## src/design/lppc_pkg.sv

```systemverilog
// Shared types, constants and tables for the lidar polar-to-Cartesian block.
// No dependencies; every other design file refers to this package by scoped names.
package lppc_pkg;

    localparam int TRIG_BITS        = 16;
    localparam int LASERS_PER_BLOCK = 32;
    localparam int CORDIC_STEPS     = 20;
    localparam int CORDIC_LAT       = CORDIC_STEPS + 1;
    localparam int BACK_LAT         = CORDIC_LAT + 3;
    localparam int CORDIC_GAIN      = 652032875;
    localparam int XW               = 34;
    localparam int ZW               = 32;
    localparam int FIFO_DEPTH       = 4;
    localparam int FIFO_AW          = $clog2(FIFO_DEPTH);
    localparam int FIFO_CW          = $clog2(FIFO_DEPTH + 1);

    // azimuth phase = floor((az * 2^T + 18000) / 36000), by reciprocal
    localparam int    AZ_SHIFT = 16;
    localparam int    AZ_W     = TRIG_BITS + 17;
    localparam int    AZ_HALF  = 18000;
    localparam int    AZ_TURN  = 36000;
    localparam longint AZ_MUL_L = (longint'(1) << (TRIG_BITS + AZ_SHIFT)) / AZ_TURN;
    localparam logic [TRIG_BITS:0] AZ_MUL = AZ_MUL_L[TRIG_BITS:0];

    localparam longint ELEV_TURN = 226800;
    localparam int     EL_IDX_W  = 6;

    localparam logic [15:0] UPPER_CODE_RST = 16'hEEFF;
    localparam logic [15:0] LOWER_CODE_RST = 16'hDDFF;

    localparam logic CFG_UPPER = 1'b0;
    localparam logic CFG_LOWER = 1'b1;

    localparam logic signed [XW-1:0] Q15_MAX = XW'(32767);
    localparam logic signed [XW-1:0] Q15_MIN = -XW'(32768);

    typedef enum logic [1:0] {QUAD_0, QUAD_1, QUAD_2, QUAD_3} t_quad;

    typedef logic [TRIG_BITS-1:0] t_phase;
    typedef t_phase t_el_tab [2**EL_IDX_W];

    typedef struct packed {
        t_phase      az_ph;
        t_phase      el_ph;
        logic [15:0] raw_dist;
        logic [4:0]  lidx;
    } t_work;

    localparam logic [31:0] ATAN_TURN [CORDIC_STEPS] = '{
        32'h20000000, 32'h12E4051E, 32'h09FB385B, 32'h051111D4, 32'h028B0D43,
        32'h0145D7E1, 32'h00A2F61E, 32'h00517C55, 32'h0028BE53, 32'h00145F2F,
        32'h000A2F98, 32'h000517CC, 32'h00028BE6, 32'h000145F3, 32'h0000A2FA,
        32'h0000517D, 32'h000028BE, 32'h0000145F, 32'h00000A30, 32'h00000518
    };

    // elevation phase for {lower group, laser index}; evaluated at elaboration
    function automatic t_el_tab build_el_tab();
        t_el_tab tab;
        longint  k;
        longint  n;
        for (int i = 0; i < 2**EL_IDX_W; i++) begin
            k = longint'(i & 31);
            if (i >= 32) begin
                k = k - LASERS_PER_BLOCK;
            end
            n = 1260 + k * 268 + ELEV_TURN;
            tab[i] = t_phase'(((n << TRIG_BITS) + ELEV_TURN / 2) / ELEV_TURN);
        end
        return tab;
    endfunction

    localparam t_el_tab EL_TAB = build_el_tab();

    // round Q2.30 to Q1.15 and saturate
    function automatic logic signed [15:0] to_q15(input logic signed [XW-1:0] v);
        logic signed [XW-1:0] r;
        r = (v + XW'(16384)) >>> 15;
        if (r > Q15_MAX) begin
            r = Q15_MAX;
        end else if (r < Q15_MIN) begin
            r = Q15_MIN;
        end
        return r[15:0];
    endfunction

endpackage

```

## src/design/lppc_front.sv

```systemverilog
// Front end: code registers, return classification and phase computation.
// Depends on lppc_pkg; feeds lppc_fifo.
module lppc_front (
    input  logic                 i_clk,
    input  logic                 i_rst_n,
    input  logic                 i_cfg_we,
    input  logic                 i_cfg_idx,
    input  logic [15:0]          i_cfg_data,
    input  logic                 i_valid,
    output logic                 o_ready,
    input  logic [15:0]          i_block_code,
    input  logic [15:0]          i_azimuth,
    input  logic [4:0]           i_laser_index,
    input  logic [15:0]          i_raw_distance,
    input  logic                 i_full,
    output logic                 o_push,
    output lppc_pkg::t_work      o_work
);

    logic [15:0] r_upper;
    logic [15:0] r_lower;

    logic                          r_va;
    logic                          r_vb;
    logic [15:0]                   r_az;
    logic [lppc_pkg::TRIG_BITS:0]  r_qe;
    lppc_pkg::t_phase              r_el;
    logic [15:0]                   r_d;
    logic [4:0]                    r_li;
    lppc_pkg::t_work               r_work;

    logic                          w_adv;
    logic                          w_hit_u;
    logic                          w_hit_l;
    logic [lppc_pkg::AZ_W-1:0]     w_prod;
    logic [lppc_pkg::AZ_W-1:0]     w_x;
    logic [lppc_pkg::AZ_W-1:0]     w_r;
    lppc_pkg::t_phase              n_azph;

    always_ff @(posedge i_clk) begin
        if (!i_rst_n) begin
            r_upper <= lppc_pkg::UPPER_CODE_RST;
            r_lower <= lppc_pkg::LOWER_CODE_RST;
        end else if (i_cfg_we) begin
            unique case (i_cfg_idx)
                lppc_pkg::CFG_UPPER: r_upper <= i_cfg_data;
                lppc_pkg::CFG_LOWER: r_lower <= i_cfg_data;
                default:             r_upper <= r_upper;
            endcase
        end
    end

    assign w_adv   = !r_vb || !i_full;
    assign o_ready = w_adv;
    assign w_hit_u = (i_block_code == r_upper);
    assign w_hit_l = (i_block_code == r_lower);
    assign w_prod  = lppc_pkg::AZ_W'(i_azimuth) * lppc_pkg::AZ_W'(lppc_pkg::AZ_MUL);

    // estimate is low by at most two; fix it from the remainder
    assign w_x = {1'b0, r_az, {lppc_pkg::TRIG_BITS{1'b0}}} + lppc_pkg::AZ_W'(lppc_pkg::AZ_HALF);
    assign w_r = w_x - lppc_pkg::AZ_W'(r_qe) * lppc_pkg::AZ_W'(lppc_pkg::AZ_TURN);

    always_comb begin
        priority if (w_r >= lppc_pkg::AZ_W'(2 * lppc_pkg::AZ_TURN)) begin
            n_azph = r_qe[lppc_pkg::TRIG_BITS-1:0] + lppc_pkg::TRIG_BITS'(2);
        end else if (w_r >= lppc_pkg::AZ_W'(lppc_pkg::AZ_TURN)) begin
            n_azph = r_qe[lppc_pkg::TRIG_BITS-1:0] + lppc_pkg::TRIG_BITS'(1);
        end else begin
            n_azph = r_qe[lppc_pkg::TRIG_BITS-1:0];
        end
    end

    always_ff @(posedge i_clk) begin
        if (!i_rst_n) begin
            r_va <= 1'b0;
            r_vb <= 1'b0;
        end else if (w_adv) begin
            // drop returns whose code matches neither group
            r_va <= i_valid && (w_hit_u || w_hit_l);
            r_vb <= r_va;
        end
    end

    always_ff @(posedge i_clk) begin
        if (w_adv) begin
            r_az  <= i_azimuth;
            r_qe  <= w_prod[lppc_pkg::AZ_W-1:lppc_pkg::AZ_SHIFT];
            r_el  <= lppc_pkg::EL_TAB[{!w_hit_u, i_laser_index}];
            r_d   <= i_raw_distance;
            r_li  <= i_laser_index;
            r_work.az_ph    <= n_azph;
            r_work.el_ph    <= r_el;
            r_work.raw_dist <= r_d;
            r_work.lidx     <= r_li;
        end
    end

    assign o_push = r_vb && !i_full;
    assign o_work = r_work;

endmodule

```

## config.mk

```make
export PLATFORM = sky130hd
export DESIGN_NAME = lppc_front
export DESIGN_NICKNAME = d
export VERILOG_FILES = /design/src/design/lppc_pkg.sv /design/src/design/lppc_front.sv
export SDC_FILE = /design/constraint.sdc
export NUM_CORES = 1
export LEC_CHECK = 0
export ABC_CLOCK_PERIOD_IN_PS = 6600
export BUFFER_PORTS_ARGS = -buffer_cell sky130_fd_sc_hd__buf_4
export CORE_ASPECT_RATIO = 0.8
export CORE_UTILIZATION = 56
export DETAILED_ROUTE_END_ITERATION = 10
export GPL_ROUTABILITY_DRIVEN = 0
export PLACE_DENSITY = 0.79
export REMOVE_ABC_BUFFERS = 1
export SYNTH_ARGS = -nofsm -noshare
export SYNTH_HDL_FRONTEND = slang
export SYNTH_SLANG_ARGS = --single-unit
```

## constraint.sdc

```tcl
create_clock -name i_clk -period 6.6 [get_ports i_clk]
set_input_delay 0.33 -clock i_clk [delete_from_list [all_inputs] [get_ports i_clk]]
set_output_delay 0.33 -clock i_clk [all_outputs]
set_load 0.1 [all_outputs]
```

# Yosys cells after proc, flatten, opt, wreduce, memory -nomap -nowiden
# Memory sizes are Yosys's and may differ from the RTL's. A register that Yosys moved wholly into a read port is not among the register bits.
# Index checks and enable logic that the tools add are counted.
[word_totals]
romBits = 1024
ff_bits = 141
out_inout_bits = 55
in_bits = 75
memories = 1
[classes]
mux = 2
n_addsub = 4
n_reduce_logical = 9
order_cmp = 2
bitwise = 2
n_mul = 2
eq_ne = 2
[mem_list]
columns = ["name", "words", "width", "rd", "rd_clocked_by_memory_dff", "wr", "line", "rtl"]
rows = [
  ["(no name shown)", 64, 16, 1, 1, 0, "lppc_front.sv:88", "r_el <= lppc_pkg::EL_TAB[{!w_hit_u, i_laser_index}];"],
]
[op_table]
columns = ["cell", "count"]
rows = [
  ["$add 32x15->33 const B", 1],
  ["$ge 33x16->1 const B", 1],
  ["$ge 33x17->1 const B", 1],
  ["$sub 33x33->33", 1],
  ["$eq 16x16->1", 2],
  ["$mux 16", 2],
  ["$mul 16x14->30 const B", 1],
  ["$mul 17x11->28 const B", 1],
  ["$add 16x1->16 const B", 1],
  ["$add 16x2->16 const B", 1],
  ["$not 6->7", 1],
  ["$reduce_and 2->1", 2],
  ["$logic_not 1->1", 3],
  ["$logic_and 1x1->1", 2],
  ["$logic_or 1x1->1", 2],
  ["$not 1->1", 1],
]

# Logic depth before layout (Yosys ltp)
[depth]
depth_word = 5
mapped_depth = 35
ltp_nobuf = 34

# Least setup slack after synthesis
# OpenSTA, ideal clock, no wires.
[synth_timing]
path_kind = "register -> register"
start = "register r_qe[7] (netlist bit)"
end = "register r_work (netlist bit o_work[52]), data pin"
path_buffers = 1
setup_ns = 0.266
required_ns = 6.334
arrival_ns = 6.965
stages_incl_launch_ff = 32
synth_period_minus_slack_ns = 7.231
slack_ns = -0.631
cell_sequence = "edfxtp_1 > ha_1 > ha_1 > fa_1 > fa_1 > inv_1 > fa_1 > inv_1 > ha_1 > o211ai_1 > a21boi_1 > a221oi_1 > o21ai_1 > a21oi_1 > o21ai_0 > a21o_1 > a21oi_1 > xor2_1 > ha_1 > clkbuf_1 > nand4_1 > o2bb2ai_1 > a2111oi_0 > o2111ai_1 > a41oi_1 > nand2_1 > nor2_1 > o311a_1 > nand4_4 > o311ai_4 > nor3_1 > xor2_1"
[synth_between]
elab_chain_cells = 5
elab_cells_between_ends = 8
classes_between = "add/sub (3); mul (1); order compare (2); mux (2)"
[synth_rtl]
columns = ["item", "line", "rtl"]
rows = [
  ["from (decl)", "lppc_front.sv:26", "logic [lppc_pkg::TRIG_BITS:0] r_qe;"],
  ["from (signal assigned)", "lppc_front.sv:87", "r_qe <= w_prod[lppc_pkg::AZ_W-1:lppc_pkg::AZ_SHIFT];"],
  ["$mul 17x11->28", "lppc_front.sv:61", "assign w_r = w_x - lppc_pkg::AZ_W'(r_qe) * lppc_pkg::AZ_W'(lppc_pkg::AZ_TURN);"],
  ["$sub 33x33->33", "lppc_front.sv:61", ""],
  ["$ge 33x16->1", "lppc_front.sv:66", "end else if (w_r >= lppc_pkg::AZ_W'(lppc_pkg::AZ_TURN)) begin"],
  ["$mux 16", "lppc_front.sv:66", ""],
  ["$mux 16 *", "lppc_front.sv:64", "priority if (w_r >= lppc_pkg::AZ_W'(2 * lppc_pkg::AZ_TURN)) begin"],
  ["named net n_azph[15]", "lppc_front.sv:38", "lppc_pkg::t_phase n_azph;"],
  ["to (decl)", "lppc_front.sv:30", "lppc_pkg::t_work r_work;"],
]
# The timed path passes the listed nets; every way through them passes the cells marked *.
# A chain may end at the register's enable or synchronous reset.

# Worst setup path in the final report
[layout_timing]
start = "register r_qe[5] (netlist bit)"
end = "register r_work (netlist bit o_work[50]), data pin"
# The elaborated chain is that of the path after synthesis.

==> out/results.tsv <==
metric	value	unit
DRC	0	
Clock Skew	0.0208	ns
Worst path max stage delay	0.53	ns
Post-Layout Cell Count	1997	
area added between synthesis and finish	30.7	%
setup TNS	-14.10	ns
Slew @ Worst Pin	1.17	ns
vias in the first global route	11300	
Root Buffer	clkbuf_16	
# diodes	0	
Synth top cells by count	ha_1 (225), nand2_1 (127), inv_1 (126)	
first-pass GRT wire length	56400	um
post-route design area	18200	um^2
CP max FO	6	
synth warn	0	
CTS clk-pin slew, worst paths	0.07	ns
Synth Area in XOR/XNOR	6.01	%
most common cell in the netlist	ha_1	
Initial Utilization	57.1	%
RSZ-0062 raised after global routing	yes	
post-route antenna net violation count	0	
Inst Count DP	1916	
Mapped Cells	1357	
post-synth top area share	25.3	%
1st-pass router iterations	6	
GR Util All Layers	28.4	%
syn avg cell area	10.3	um^2
Synth Area in Compound Gates	14.0	%
core area	24400	um^2
# IOs	130	
Worst Hold Class	input port to register	
DRT Wirelength	37700	um
wire per inst	18.9	um
Total Die Area	25500	um^2
Yosys reg bits	151	
worst hold slack	0.0707	ns
Site Rows	51	
WHS Path Cells	1	
synthesized cell area	13900	um^2
dpl hpwl	26000	um
CP arrival	7.79	ns
Crit Path Category	register to register	
cell taking the most area after synthesis	edfxtp_1	
initial antenna violation count	1	
slew margin rel.	21.9	%
synth unique cells	83	
R2R cell count	34	
Critical Path RT	6.78	ns
CTS Sinks	151	
multiplexer area fraction after synthesis	1.63	%
TritonCTS clock tree	yes	
sequential area share after synthesis	30.1	%
FMAX	131	MHz
drt first-iter violations	1022	
CTS Buf Count	17	
top cells by area, synth	edfxtp_1 (25%), ha_1 (20%), fa_1 (11%)	
# nets final	2043	
startpoint types	register	
worst skew pair latency	0.44	ns
final slew viol count	0	
Final setup viols	16	
htree depth	4	
Simple-Gate Fraction of Synth Area	12.2	%
Die H	143	um
Async SR Flop Fraction	0	%
buffers added on ports	129	
setup ws final	-1.02	ns
Final Hold Vio Count	0	
CP max-delay cell	fa_2	
total vias in the final route	11800	
post-place instance area	16300	um^2
width of the chip	178	um
Overflow after GRT	0	
Worst R2R Setup Slack	-1.02	ns
largest family of logic cells by synthesized area	adder cells	
pin count of the biggest net entering global routing	71	
failing checks	setup timing	
Post-Synth Adder-Cell Area	31.3	%
Max Root-Sink Buffers	2	
Via density	5.90	
final worst path period need	7.62	ns
hold_buf cts	0	
Post-synth EDFFs	117	
CP Capture Type	register	
status	finished, violations left	
Synth Flop Type	edfxtp_1	
max-cap violation count	0	
fin crit share	115	%
layout cell share with drive strength beyond 1	30.5	%
Fillers	1602	
what timing repair did:
action / 4_1_cts / 5_1_grt
pin swaps: 72 / 61
endpoints found under the setup margin: 16 / 16
buffers inserted: 33 / 19
resized for setup: 99 / 67
per-layer routing:
layer,up-vias,GRT usage (%),share of wire [%]
li1,5511,-,-
met1,5729,39.3,43
met3,85,5.38,6.7
met2,467,45.6,48
met4,0,7.45,2.7
met5,-,0,0
through the flow:
stage                     util, %  worst slack [ns]
after CTS                    72.4            -0.580
after global placement       66.8            -0.908
after floorplan                 -            -0.547
after detailed placement     66.8             -1.21
final                        74.6             -1.02
after global routing         74.6             -1.20
worst max-delay path: cells and delay by family (launching register included):
family          cells  cell delay [ns]
flops               1             0.46
fa+ha+maj           7             2.54
buf+inv            10             1.02
simple gates        6             0.76
compound gates      9             2.27
xor+xnor            2             0.29
layout by cell type (no fill, tap or decap), types with 13 or more instances in the layout:
master,instances
dfxtp_1,34
nand4_1,15
ha_4,28
nor2b_1,14
a211oi_1,13
ha_1,194
nand2b_1,18
buf_6,17
clkbuf_16,17
inv_1,118
xor2_1,30
buf_4,317
a21oi_1,52
xnor2_1,56
nand3_1,42
fa_1,73
nand2_1,123
a21o_1,18
a21oi_2,13
o21ai_0,29
nor2_1,57
edfxtp_1,117
state kept, by name, indices dropped and copies added (netlist names):
register  count
r_vb          1
r_li          5
r_va          1
r_el         13
o_work       50
r_az         16
r_d          16
r_lower      16
r_upper      16
r_qe         17
cell families (layout without fill, tap and decap cells):
logic type,Yosys count,in the layout
adders and majority gates,302,302
muxes,16,16
AOI/OAI and AO/OA,272,272
buffers and inverters,171,493
xor gates and xnor gates,93,93
and+or+nand+nor,352,352
DFF,151,151
layout make-up:
class	instances	area, um^2	share of cell area, %
Clock inverter	15	208	1.14
Timing Repair Buffer	334	2570	14.1
Inverter	127	477	2.62
Sequential cell	151	4190	23.1
Tap cell	318	398	2.19
Multi-Input combinational cell	1035	9920	54.5
Clock buffer	17	425	2.34
worst paths after layout:
kind	startpoint	to
max	r_qe[5]$_DFFE_PP_	o_work[50]$_DFFE_PP_
max reg2reg	r_qe[5]$_DFFE_PP_	o_work[50]$_DFFE_PP_
min reg2reg	r_d[14]$_DFFE_PP_	o_work[19]$_DFFE_PP_
min	i_raw_distance[8]	r_d[8]$_DFFE_PP_
Power is not shown: default switching activity piles up to over one toggle a cycle in this logic, so the estimate is an artifact.
