$ cat src/design/lppc_pkg.sv
// Shared types, constants and tables for the lidar polar-to-Cartesian block.
// No dependencies; every other design file refers to this package by scoped names.
package lppc_pkg;

    localparam int TRIG_BITS        = 16;
    localparam int LASERS_PER_BLOCK = 32;
    localparam int CORDIC_STEPS     = 20;
    localparam int CORDIC_LAT       = CORDIC_STEPS + 1;
    localparam int BACK_LAT         = CORDIC_LAT + 3;
    localparam int CORDIC_GAIN      = 652032875;
    localparam int XW               = 34;
    localparam int ZW               = 32;
    localparam int FIFO_DEPTH       = 4;
    localparam int FIFO_AW          = $clog2(FIFO_DEPTH);
    localparam int FIFO_CW          = $clog2(FIFO_DEPTH + 1);

    // azimuth phase = floor((az * 2^T + 18000) / 36000), by reciprocal
    localparam int    AZ_SHIFT = 16;
    localparam int    AZ_W     = TRIG_BITS + 17;
    localparam int    AZ_HALF  = 18000;
    localparam int    AZ_TURN  = 36000;
    localparam longint AZ_MUL_L = (longint'(1) << (TRIG_BITS + AZ_SHIFT)) / AZ_TURN;
    localparam logic [TRIG_BITS:0] AZ_MUL = AZ_MUL_L[TRIG_BITS:0];

    localparam longint ELEV_TURN = 226800;
    localparam int     EL_IDX_W  = 6;

    localparam logic [15:0] UPPER_CODE_RST = 16'hEEFF;
    localparam logic [15:0] LOWER_CODE_RST = 16'hDDFF;

    localparam logic CFG_UPPER = 1'b0;
    localparam logic CFG_LOWER = 1'b1;

    localparam logic signed [XW-1:0] Q15_MAX = XW'(32767);
    localparam logic signed [XW-1:0] Q15_MIN = -XW'(32768);

    typedef enum logic [1:0] {QUAD_0, QUAD_1, QUAD_2, QUAD_3} t_quad;

    typedef logic [TRIG_BITS-1:0] t_phase;
    typedef t_phase t_el_tab [2**EL_IDX_W];

    typedef struct packed {
        t_phase      az_ph;
        t_phase      el_ph;
        logic [15:0] raw_dist;
        logic [4:0]  lidx;
    } t_work;

    localparam logic [31:0] ATAN_TURN [CORDIC_STEPS] = '{
        32'h20000000, 32'h12E4051E, 32'h09FB385B, 32'h051111D4, 32'h028B0D43,
        32'h0145D7E1, 32'h00A2F61E, 32'h00517C55, 32'h0028BE53, 32'h00145F2F,
        32'h000A2F98, 32'h000517CC, 32'h00028BE6, 32'h000145F3, 32'h0000A2FA,
        32'h0000517D, 32'h000028BE, 32'h0000145F, 32'h00000A30, 32'h00000518
    };

    // elevation phase for {lower group, laser index}; evaluated at elaboration
    function automatic t_el_tab build_el_tab();
        t_el_tab tab;
        longint  k;
        longint  n;
        for (int i = 0; i < 2**EL_IDX_W; i++) begin
            k = longint'(i & 31);
            if (i >= 32) begin
                k = k - LASERS_PER_BLOCK;
            end
            n = 1260 + k * 268 + ELEV_TURN;
            tab[i] = t_phase'(((n << TRIG_BITS) + ELEV_TURN / 2) / ELEV_TURN);
        end
        return tab;
    endfunction

    localparam t_el_tab EL_TAB = build_el_tab();

    // round Q2.30 to Q1.15 and saturate
    function automatic logic signed [15:0] to_q15(input logic signed [XW-1:0] v);
        logic signed [XW-1:0] r;
        r = (v + XW'(16384)) >>> 15;
        if (r > Q15_MAX) begin
            r = Q15_MAX;
        end else if (r < Q15_MIN) begin
            r = Q15_MIN;
        end
        return r[15:0];
    endfunction

endpackage

$ cat src/design/lppc_fifo.sv
// Short queue that decouples the front end from the trig/multiply back end.
// Depends on lppc_pkg.
module lppc_fifo (
    input  logic            i_clk,
    input  logic            i_rst_n,
    input  logic            i_push,
    input  lppc_pkg::t_work i_data,
    output logic            o_full,
    input  logic            i_pop,
    output logic            o_valid,
    output lppc_pkg::t_work o_data
);

    lppc_pkg::t_work                  r_mem [lppc_pkg::FIFO_DEPTH];
    logic [lppc_pkg::FIFO_AW-1:0]     r_wr;
    logic [lppc_pkg::FIFO_AW-1:0]     r_rd;
    logic [lppc_pkg::FIFO_CW-1:0]     r_cnt;

    assign o_full  = (r_cnt == lppc_pkg::FIFO_CW'(lppc_pkg::FIFO_DEPTH));
    assign o_valid = (r_cnt != '0);
    assign o_data  = r_mem[r_rd];

    always_ff @(posedge i_clk) begin
        if (!i_rst_n) begin
            r_wr  <= '0;
            r_rd  <= '0;
            r_cnt <= '0;
        end else begin
            if (i_push) begin
                r_wr <= r_wr + 1'b1;
            end
            if (i_pop) begin
                r_rd <= r_rd + 1'b1;
            end
            r_cnt <= r_cnt + lppc_pkg::FIFO_CW'(i_push) - lppc_pkg::FIFO_CW'(i_pop);
        end
    end

    always_ff @(posedge i_clk) begin
        if (i_push) begin
            r_mem[r_wr] <= i_data;
        end
    end

    a_no_overflow: assert property (@(posedge i_clk) disable iff (!i_rst_n)
        i_push |-> !o_full)
        else $error("push into full queue");
    a_no_underflow: assert property (@(posedge i_clk) disable iff (!i_rst_n)
        i_pop |-> o_valid)
        else $error("pop from empty queue");
    a_cnt_bound: assert property (@(posedge i_clk) disable iff (!i_rst_n)
        r_cnt <= lppc_pkg::FIFO_CW'(lppc_pkg::FIFO_DEPTH))
        else $error("queue count out of range");
    a_cnt_grow: assert property (@(posedge i_clk) disable iff (!i_rst_n)
        (i_push && !i_pop) |=> r_cnt == $past(r_cnt) + 1'b1)
        else $error("queue count did not follow push");

endmodule

$ cat config.mk
export PLATFORM = sky130hd
export DESIGN_NAME = lppc_fifo
export DESIGN_NICKNAME = d
export VERILOG_FILES = /design/src/design/lppc_pkg.sv /design/src/design/lppc_fifo.sv
export SDC_FILE = /design/constraint.sdc
export NUM_CORES = 1
export LEC_CHECK = 0
export BUFFER_PORTS_ARGS = -buffer_cell sky130_fd_sc_hd__buf_2
export CORE_AREA = 2 2 119 121
export DETAILED_ROUTE_END_ITERATION = 16
export DIE_AREA = 0 0 121 123
export PLACE_DENSITY = 0.83
export SLEW_MARGIN = 20
export SYNTH_ARGS = -nofsm -noshare
export SYNTH_HDL_FRONTEND = slang
export SYNTH_SLANG_ARGS = --single-unit
$ cat constraint.sdc
create_clock -name i_clk -period 4.05 [get_ports i_clk]
set_clock_uncertainty 0.1 [all_clocks]
set_input_delay 0.2025 -clock i_clk [delete_from_list [all_inputs] [get_ports i_clk]]
set_output_delay 0.2025 -clock i_clk [all_outputs]
set_load 0.02 [all_outputs]
Yosys cells after proc, flatten, opt, wreduce, memory -nomap -nowiden --
Memory sizes are Yosys's and may differ from the RTL's. A register that Yosys moved wholly into a read port is not among the register bits. Index checks and enable logic that the tools add are counted.
Word-level totals: bits in registers 7, RAM bits 212, output and inout bits 55, logic and storage cells 14, memories kept 1
Cells by class: add/subtract/negate cells 4, eq/ne operators 1, multiplexer cells 4, reduce and logical (&&, ||, !) cells 1
Memories:
- r_mem | depth 4, width 53, rd ports 1, clocked after Yosys merged registers in 1, wr ports 1, line lppc_fifo.sv:14 | lppc_pkg::t_work r_mem [lppc_pkg::FIFO_DEPTH];
Operators by type and width (count):
- 2-bit by 1-bit adder with 2-bit output, second input constant | 2
- 2-bit two-way mux | 2
- 3-bit by 1-bit adder with 3-bit output | 1
- 3-bit equality test, second input constant | 1
- 3-bit nonzero test | 1
- 3-bit by 1-bit subtractor with 3-bit output | 1
- 1-bit two-way mux | 2

Depth between registers and ports, before layout --
Gate-level depths: netlist of the first run.
depth in word-level cells 3, gate-level depth with buffers 7, gate-level depth less buffers 7

Least setup slack after synthesis of the first run --
Ideal clock, no wire load.
path kind register -> register, start point register r_wr[0] in the netlist's numbering, end point memory r_mem[2][0] in the netlist's numbering (enable), setup time 0.416 ns, arrival time 1.802 ns, setup slack 1.732 ns, stages on the path, launching flop included 4, path buffers 0, cell sequence dfxtp_1 > inv_1 > ha_1 > and2_1
RTL lines:
- start, declared | line lppc_fifo.sv:15 | logic [lppc_pkg::FIFO_AW-1:0] r_wr;
- start signal, assigned | line lppc_fifo.sv:30 | r_wr <= r_wr + 1'b1;
- end, declared | line lppc_fifo.sv:14
No word-level cell before the write port.

==> results.cfg, run 1 <==
[outcome]
run_status = completed

[critical_path]
worstSetupPathType = reg -> out
r2r-start = r_wr[0]
path_max_fanout = 28
r2r_end = r_mem[0][18]
start_kind = flop
worstPathRequired_ns = 3.75
reg2reg_depth = 4
cp-end-kind = output port
crit_arrival_ns = 2.35
ff2ff_setup_slack_ns = 1.87

[timing]
worstMarginPinSlew_ns = 0.800
rsz0062_at_grt = no
fmax_mhz = 377
setup_violations = 0
setup-tns-final_ns = 0
drv_slew = 0
period_needed_ns = 2.65
relSlewSlack = 0.467
period_share = 0.655
hold_viol = 0

[yosys]
syn-cell-area_um2 = 8160
ys_seq_area_frac = 0.803
syn_area_per_cell_um2 = 25.5
ys_ff_latch = 221
synth_cell_type_count = 21
netlist_instances = 320
syn_nets = 384
yosysWarnings = 0

[clock_tree]
clk_pin_slew_ns = 0.06
h-tree-depth = 1
cts-buffers-inserted = 21
numClockSinks = 221
clk_path_buf_depth = 3
cts_tree = yes
ctsResizeCount = 0
clock_latency_ns = 0.48
cts_root_buffer = clkbuf_16

[drt]
wl_mm = 14.1
met1_length_mm = 5.63
drt_iter0_markers = 224
vias = 3823
firstDrtPassIters = 4
top_layer_used = met4
drc = 0
via_per_inst = 5.48
postRouteAntennaNets = 0
drt-wirelength-per-cell_um = 20.2
wl_met3_um = 850
wl_met2_mm = 7.35

[global_routing]
overflow = 0
grt_pass1_vias = 4145
grt_start_max_net_pins = 54
antenna_found_initial = 0
grt_pass1_wl_mm = 21.8
grtUsageTotal = 0.194

[final_layout]
syn_to_final_growth_pct = 23.6
nets = 568
design_area_um2 = 10100
diodes = 0
final_cells = 698
drive_above_1_share = 0.392

[worst_hold_path]
whs_path_depth = 2
min_to = r_mem[0][47]
hold_path_class = in -> reg
holdCritStartpoint = i_data[47]

[floorplanning]
ios = 112
die_h_um = 123
start_util = 0.599
rows = 43
die_w_um = 121
die_area_um2 = 14900
fp.coreArea_um2 = 13600

[flow_run]
cap_violations = 0

[power_and_ir_drop]
p_switching_mw = 1.11
power_leakage_nw = 3.50
p_sw_frac = 0.219
p_seq_frac = 0.528
internal_power_mw = 3.97
p_clk_frac = 0.359
powerDensity_nw_per_um2 = 504
comb_power_share = 0.113
ir_worst_vdd_v = 0.000400

[placed_design]
port_buffers = 111
dp_hpwl_mm = 8.22
dp.cells = 604
place_area_um2 = 8840
gp_congestion = 0.689
==> worst max-delay path, stage by stage, from the launching register on <==
cell and delay [ns]:
dfxtp_2 0.79, buf_4 0.50, mux4_1 0.38, buf_2 0.18
==> per-layer routing <==
| layer | track usage | vias up |
|---|---|---|
| met2 | 0.333 | 129 |
| li1 | - | 1718 |
| met1 | 0.262 | 1955 |
| met3 | 0.0378 | 21 |
| met5 | 0 | - |
| met4 | 0.0487 | 0 |
==> kinds of logic (layout without fill, tap and decap cells) <==
group / count (synthesis) / count (layout) / share of synthesized area
simple gates: 14 / 14 / 0.00936
mux: 54 / 54 / 0.149
buf+inv: 19 / 217 / 0.0204
fa+ha+maj: 7 / 7 / 0.0117
flops: 221 / 221 / 0.803
compound gates: 2 / 2 / 0.00184
xor+xnor: 3 / 3 / 0.00506
==> repair_timing <==
action	in CTS	in global routing
hold buffers	56	0
setup endpoints to repair	0	0
hold endpoints to repair	221	0
buffers inserted	0	0
==> placed cells by master (no fill, tap or decap), types with 4 or more instances in the layout <==
cell             n
and2_2           4
buf_4            5
nor2_1           5
ha_1             6
buf_2          111
dfxtp_1          7
mux4_2          50
edfxtp_1       212
clkbuf_1         6
dlygate4sd3_1   56
clkinv_2         4
inv_1            7
clkbuf_16       21
==> per-stage QoR <==
stage | hold slack [ns] | power [mW] | util | setup WS [ns]
2_1_floorplan | 0.201 | 3.09 | - | 1.73
3_3_place_gp | 0.312 | 3.24 | 0.650 | 1.77
3_5_place_dp | 0.318 | 3.26 | 0.650 | 1.75
4_1_cts | 0.359 | 5.12 | 0.738 | 1.22
5_1_grt | 0.362 | 5.26 | 0.740 | 1.26
6_report | 0.370 | 5.08 | 0.740 | 1.40
==> area by class of cell <==
class                   count  area [µm²]
flip-flops and latches    221        6550
fillers                   749        3530
multi-input cells          80        1450
repair buffers            173        1180
clock buffers              30         589
well taps                 180         225
clock inverters             7        57.6
inverters                   7        26.3
==> how the worst max path moves through the flow <==
stage | start | endpoint | slack [ns] | cells past startpoint
6_report | flop | o_data[52] | 1.40 | 3
5_1_grt | flop | o_data[52] | 1.26 | 3
4_1_cts | flop | o_data[52] | 1.22 | 2
3_5_place_dp | flop | o_data[49] | 1.75 | 2
3_3_place_gp | flop | o_data[52] | 1.77 | 2
2_1_floorplan | r_wr[0] | r_mem[2][0] | 1.73 | 3
==> cell usage after synthesis, drive strengths merged <==
| cell | number | area (µm²) |
|---|---|---|
| and3 | 1 | 6.26 |
| xor3 | 1 | 23.8 |
| buf | 11 | 136 |
| clkbuf | 1 | 3.75 |
| ha | 6 | 75.1 |
| a21bo | 1 | 10.0 |
| and2 | 6 | 37.5 |
| a21oi | 1 | 5.00 |
| mux2i | 1 | 10.0 |
| mux4 | 53 | 1200 |
| xnor2 | 2 | 17.5 |
| inv | 7 | 26.3 |
| dfxtp | 9 | 180 |
| nor2 | 5 | 18.8 |
| or3 | 1 | 6.26 |
| fa | 1 | 20.0 |
| nand3b | 1 | 7.51 |
| edfxtp | 212 | 6370 |
==> state kept, by name (all words and copies together), names as in the netlist, named ones only <==
name,count
r_rd,2
r_cnt,3
r_wr,2
r_mem,212
==> power groups by stage <==
stage,Sequential [mW],Combinational [mW],Clock (mW)
global placement,2.74,0.499,0
finish,2.68,0.574,1.82
floorplan,2.70,0.389,0
detailed placement,2.75,0.514,0
CTS,2.70,0.559,1.86
global route,2.69,0.622,1.94
Note: power is estimated with default switching activity, not from simulation.
==> run 2, diff against run 1 <==
--- a/config.mk
+++ b/config.mk
@@ -6,10 +6,10 @@
 export NUM_CORES = 1
 export LEC_CHECK = 0
 export BUFFER_PORTS_ARGS = -buffer_cell sky130_fd_sc_hd__buf_2
-export CORE_AREA = 2 2 119 121
+export CORE_AREA = 2 2 123 125
 export DETAILED_ROUTE_END_ITERATION = 16
-export DIE_AREA = 0 0 121 123
-export PLACE_DENSITY = 0.83
+export DIE_AREA = 0 0 125 127
+export PLACE_DENSITY = 0.78
 export SLEW_MARGIN = 20
 export SYNTH_ARGS = -nofsm -noshare
 export SYNTH_HDL_FRONTEND = slang
==> constraint.sdc (replaced) <==
create_clock -name i_clk -period 2.5 [get_ports i_clk]
set_clock_uncertainty 0.1 [all_clocks]
set_input_delay 0.125 -clock i_clk [delete_from_list [all_inputs] [get_ports i_clk]]
set_output_delay 0.125 -clock i_clk [all_outputs]
set_load 0.02 [all_outputs]
==> results.cfg, run 2 (same netlist as run 1, synthesis figures left out) <==
[critical_path]
worstPathRequired_ns = 2.28
critPathMaxStageDelay_ns = 0.66
worstSetupPathType = reg -> out
crit_buf_inv = 2
path_max_fanout = 39
start_kind = flop
path_cells = buf_12 > mux4_1 > buf_2
crit_arrival_ns = 2.00
slowest_stage = mux4_1
crit_family = multiplexers
cp-end-kind = output port

[power_and_ir_drop]
p_seq_frac = 0.507
p_sw_frac = 0.214
power_leakage_nw = 3.56
p_switching_mw = 1.81
p_clk_frac = 0.377
powerDensity_nw_per_um2 = 832
comb_power_share = 0.116
ir_worst_vdd_v = 0.000510
internal_power_mw = 6.67
total_power_mw = 8.49

[placed_design]
dp.cells = 614
port_buffers = 111
gp_congestion = 0.682
dp_hpwl_mm = 8.16

[final_layout]
final_cell_mix = edfxtp_1 (212), buf_2 (111), dlygate4sd3_1 (56)
reg_top3 = r_mem: 212 flops, r_cnt: 3 flops
syn_to_final_growth_pct = 25.1
register_area_um2 = 6550
drive_above_1_share = 0.399
multi_input_area_um2 = 1450
diodes = 0
final_cells = 710
nFillCells = 869
utilization = 0.708
largest_reg_flops = 212
nets = 574
largest_register = r_mem
final_common_cell = edfxtp_1

[drt]
wl_mm = 14.1
vias = 3814
drt_iter0_markers = 252
postRouteAntennaNets = 0
via_per_inst = 5.37
drc = 0
drt-wirelength-per-cell_um = 19.8
firstDrtPassIters = 4

[worst_hold_path]
hold_path_class = in -> reg

[floorplanning]
ios = 112
fp.coreArea_um2 = 14400
rows = 44
start_util = 0.565
die_h_um = 127
die_area_um2 = 15900
die_w_um = 125

[timing]
worstMarginPinSlew_ns = 0.566
setup-tns-final_ns = 0
drv_slew = 0
period_share = 0.889
hold_viol = 0
period_needed_ns = 2.22
fmax_mhz = 450
rsz0062_at_grt = no
relSlewSlack = 0.623
setup_violations = 0

[global_routing]
grt_pass1_wl_mm = 22.3
grt_pass1_vias = 4185
antenna_found_initial = 0
overflow = 0
grtUsageTotal = 0.181
grt_start_max_net_pins = 54

[clock_tree]
cts-buffers-inserted = 22
clock_latency_ns = 0.48
ctsResizeCount = 0
numClockSinks = 221
h-tree-depth = 1
cts_root_buffer = clkbuf_16
clk_path_buf_depth = 3
holdBufCountCts = 56
postCtsSetupBuffers = 0
cts_tree = yes
clk_pin_slew_ns = 0.06

[outcome]
run_status = completed

[flow_run]
cap_violations = 0
-- run 2: final cells by class --
type / count / area share
tap: 184 / 0.0226
timing repair buffer: 178 / 0.120
clock buffer: 38 / 0.0678
clock inverter: 2 / 0.00343
multi-input combinational: 80 / 0.142
sequential: 221 / 0.642
inverter: 7 / 0.00257
-- run 2: metrics by stage --
step	instance area, µm²	hold WS [ns]	setup WS (ns)
floorplan	8160	0.124	0.182
global placement	8920	0.234	0.693
detailed placement	8920	0.243	0.580
CTS	10200	0.277	0.253
global route	10200	0.286	0.192
finish	10200	0.295	0.277
-- run 2: worst paths after layout --
kind / start / to / slack (ns) / depth (start not counted)
max: flop / o_data[51] / 0.28 / 3
min: i_data[23] / r_mem[2][23] / 0.30 / 2
max reg2reg: r_cnt[0] / r_cnt[2] / 0.57 / 7
min reg2reg: r_wr[0] / r_wr[0] / 0.47 / 2
-- run 2: metal layers --
metal | up-vias | track usage | routed length [µm]
met3 | 18 | 0.0331 | 986
li1 | 1734 | - | -
met2 | 145 | 0.309 | 7230
met1 | 1917 | 0.246 | 5680
met4 | 0 | 0.0477 | 194
met5 | - | 0 | 0
-- run 2: worst register-to-register path, stage by stage, from the launching register on --
cell     delay, ns
dfxtp_1       0.33
inv_1         0.05
ha_1          0.27
inv_1         0.04
ha_1          0.20
fa_1          0.39
xor3_1        0.40
nor2_1        0.04
-- run 2: power by group through the flow --
stage	combinational, mW	sequential, mW	clock (mW)
3_3_place_gp	0.901	4.37	0
5_1_grt	1.05	4.32	3.45
3_5_place_dp	0.925	4.39	0
6_report	0.983	4.31	3.20
4_1_cts	0.997	4.31	3.27
2_1_floorplan	0.631	4.37	0
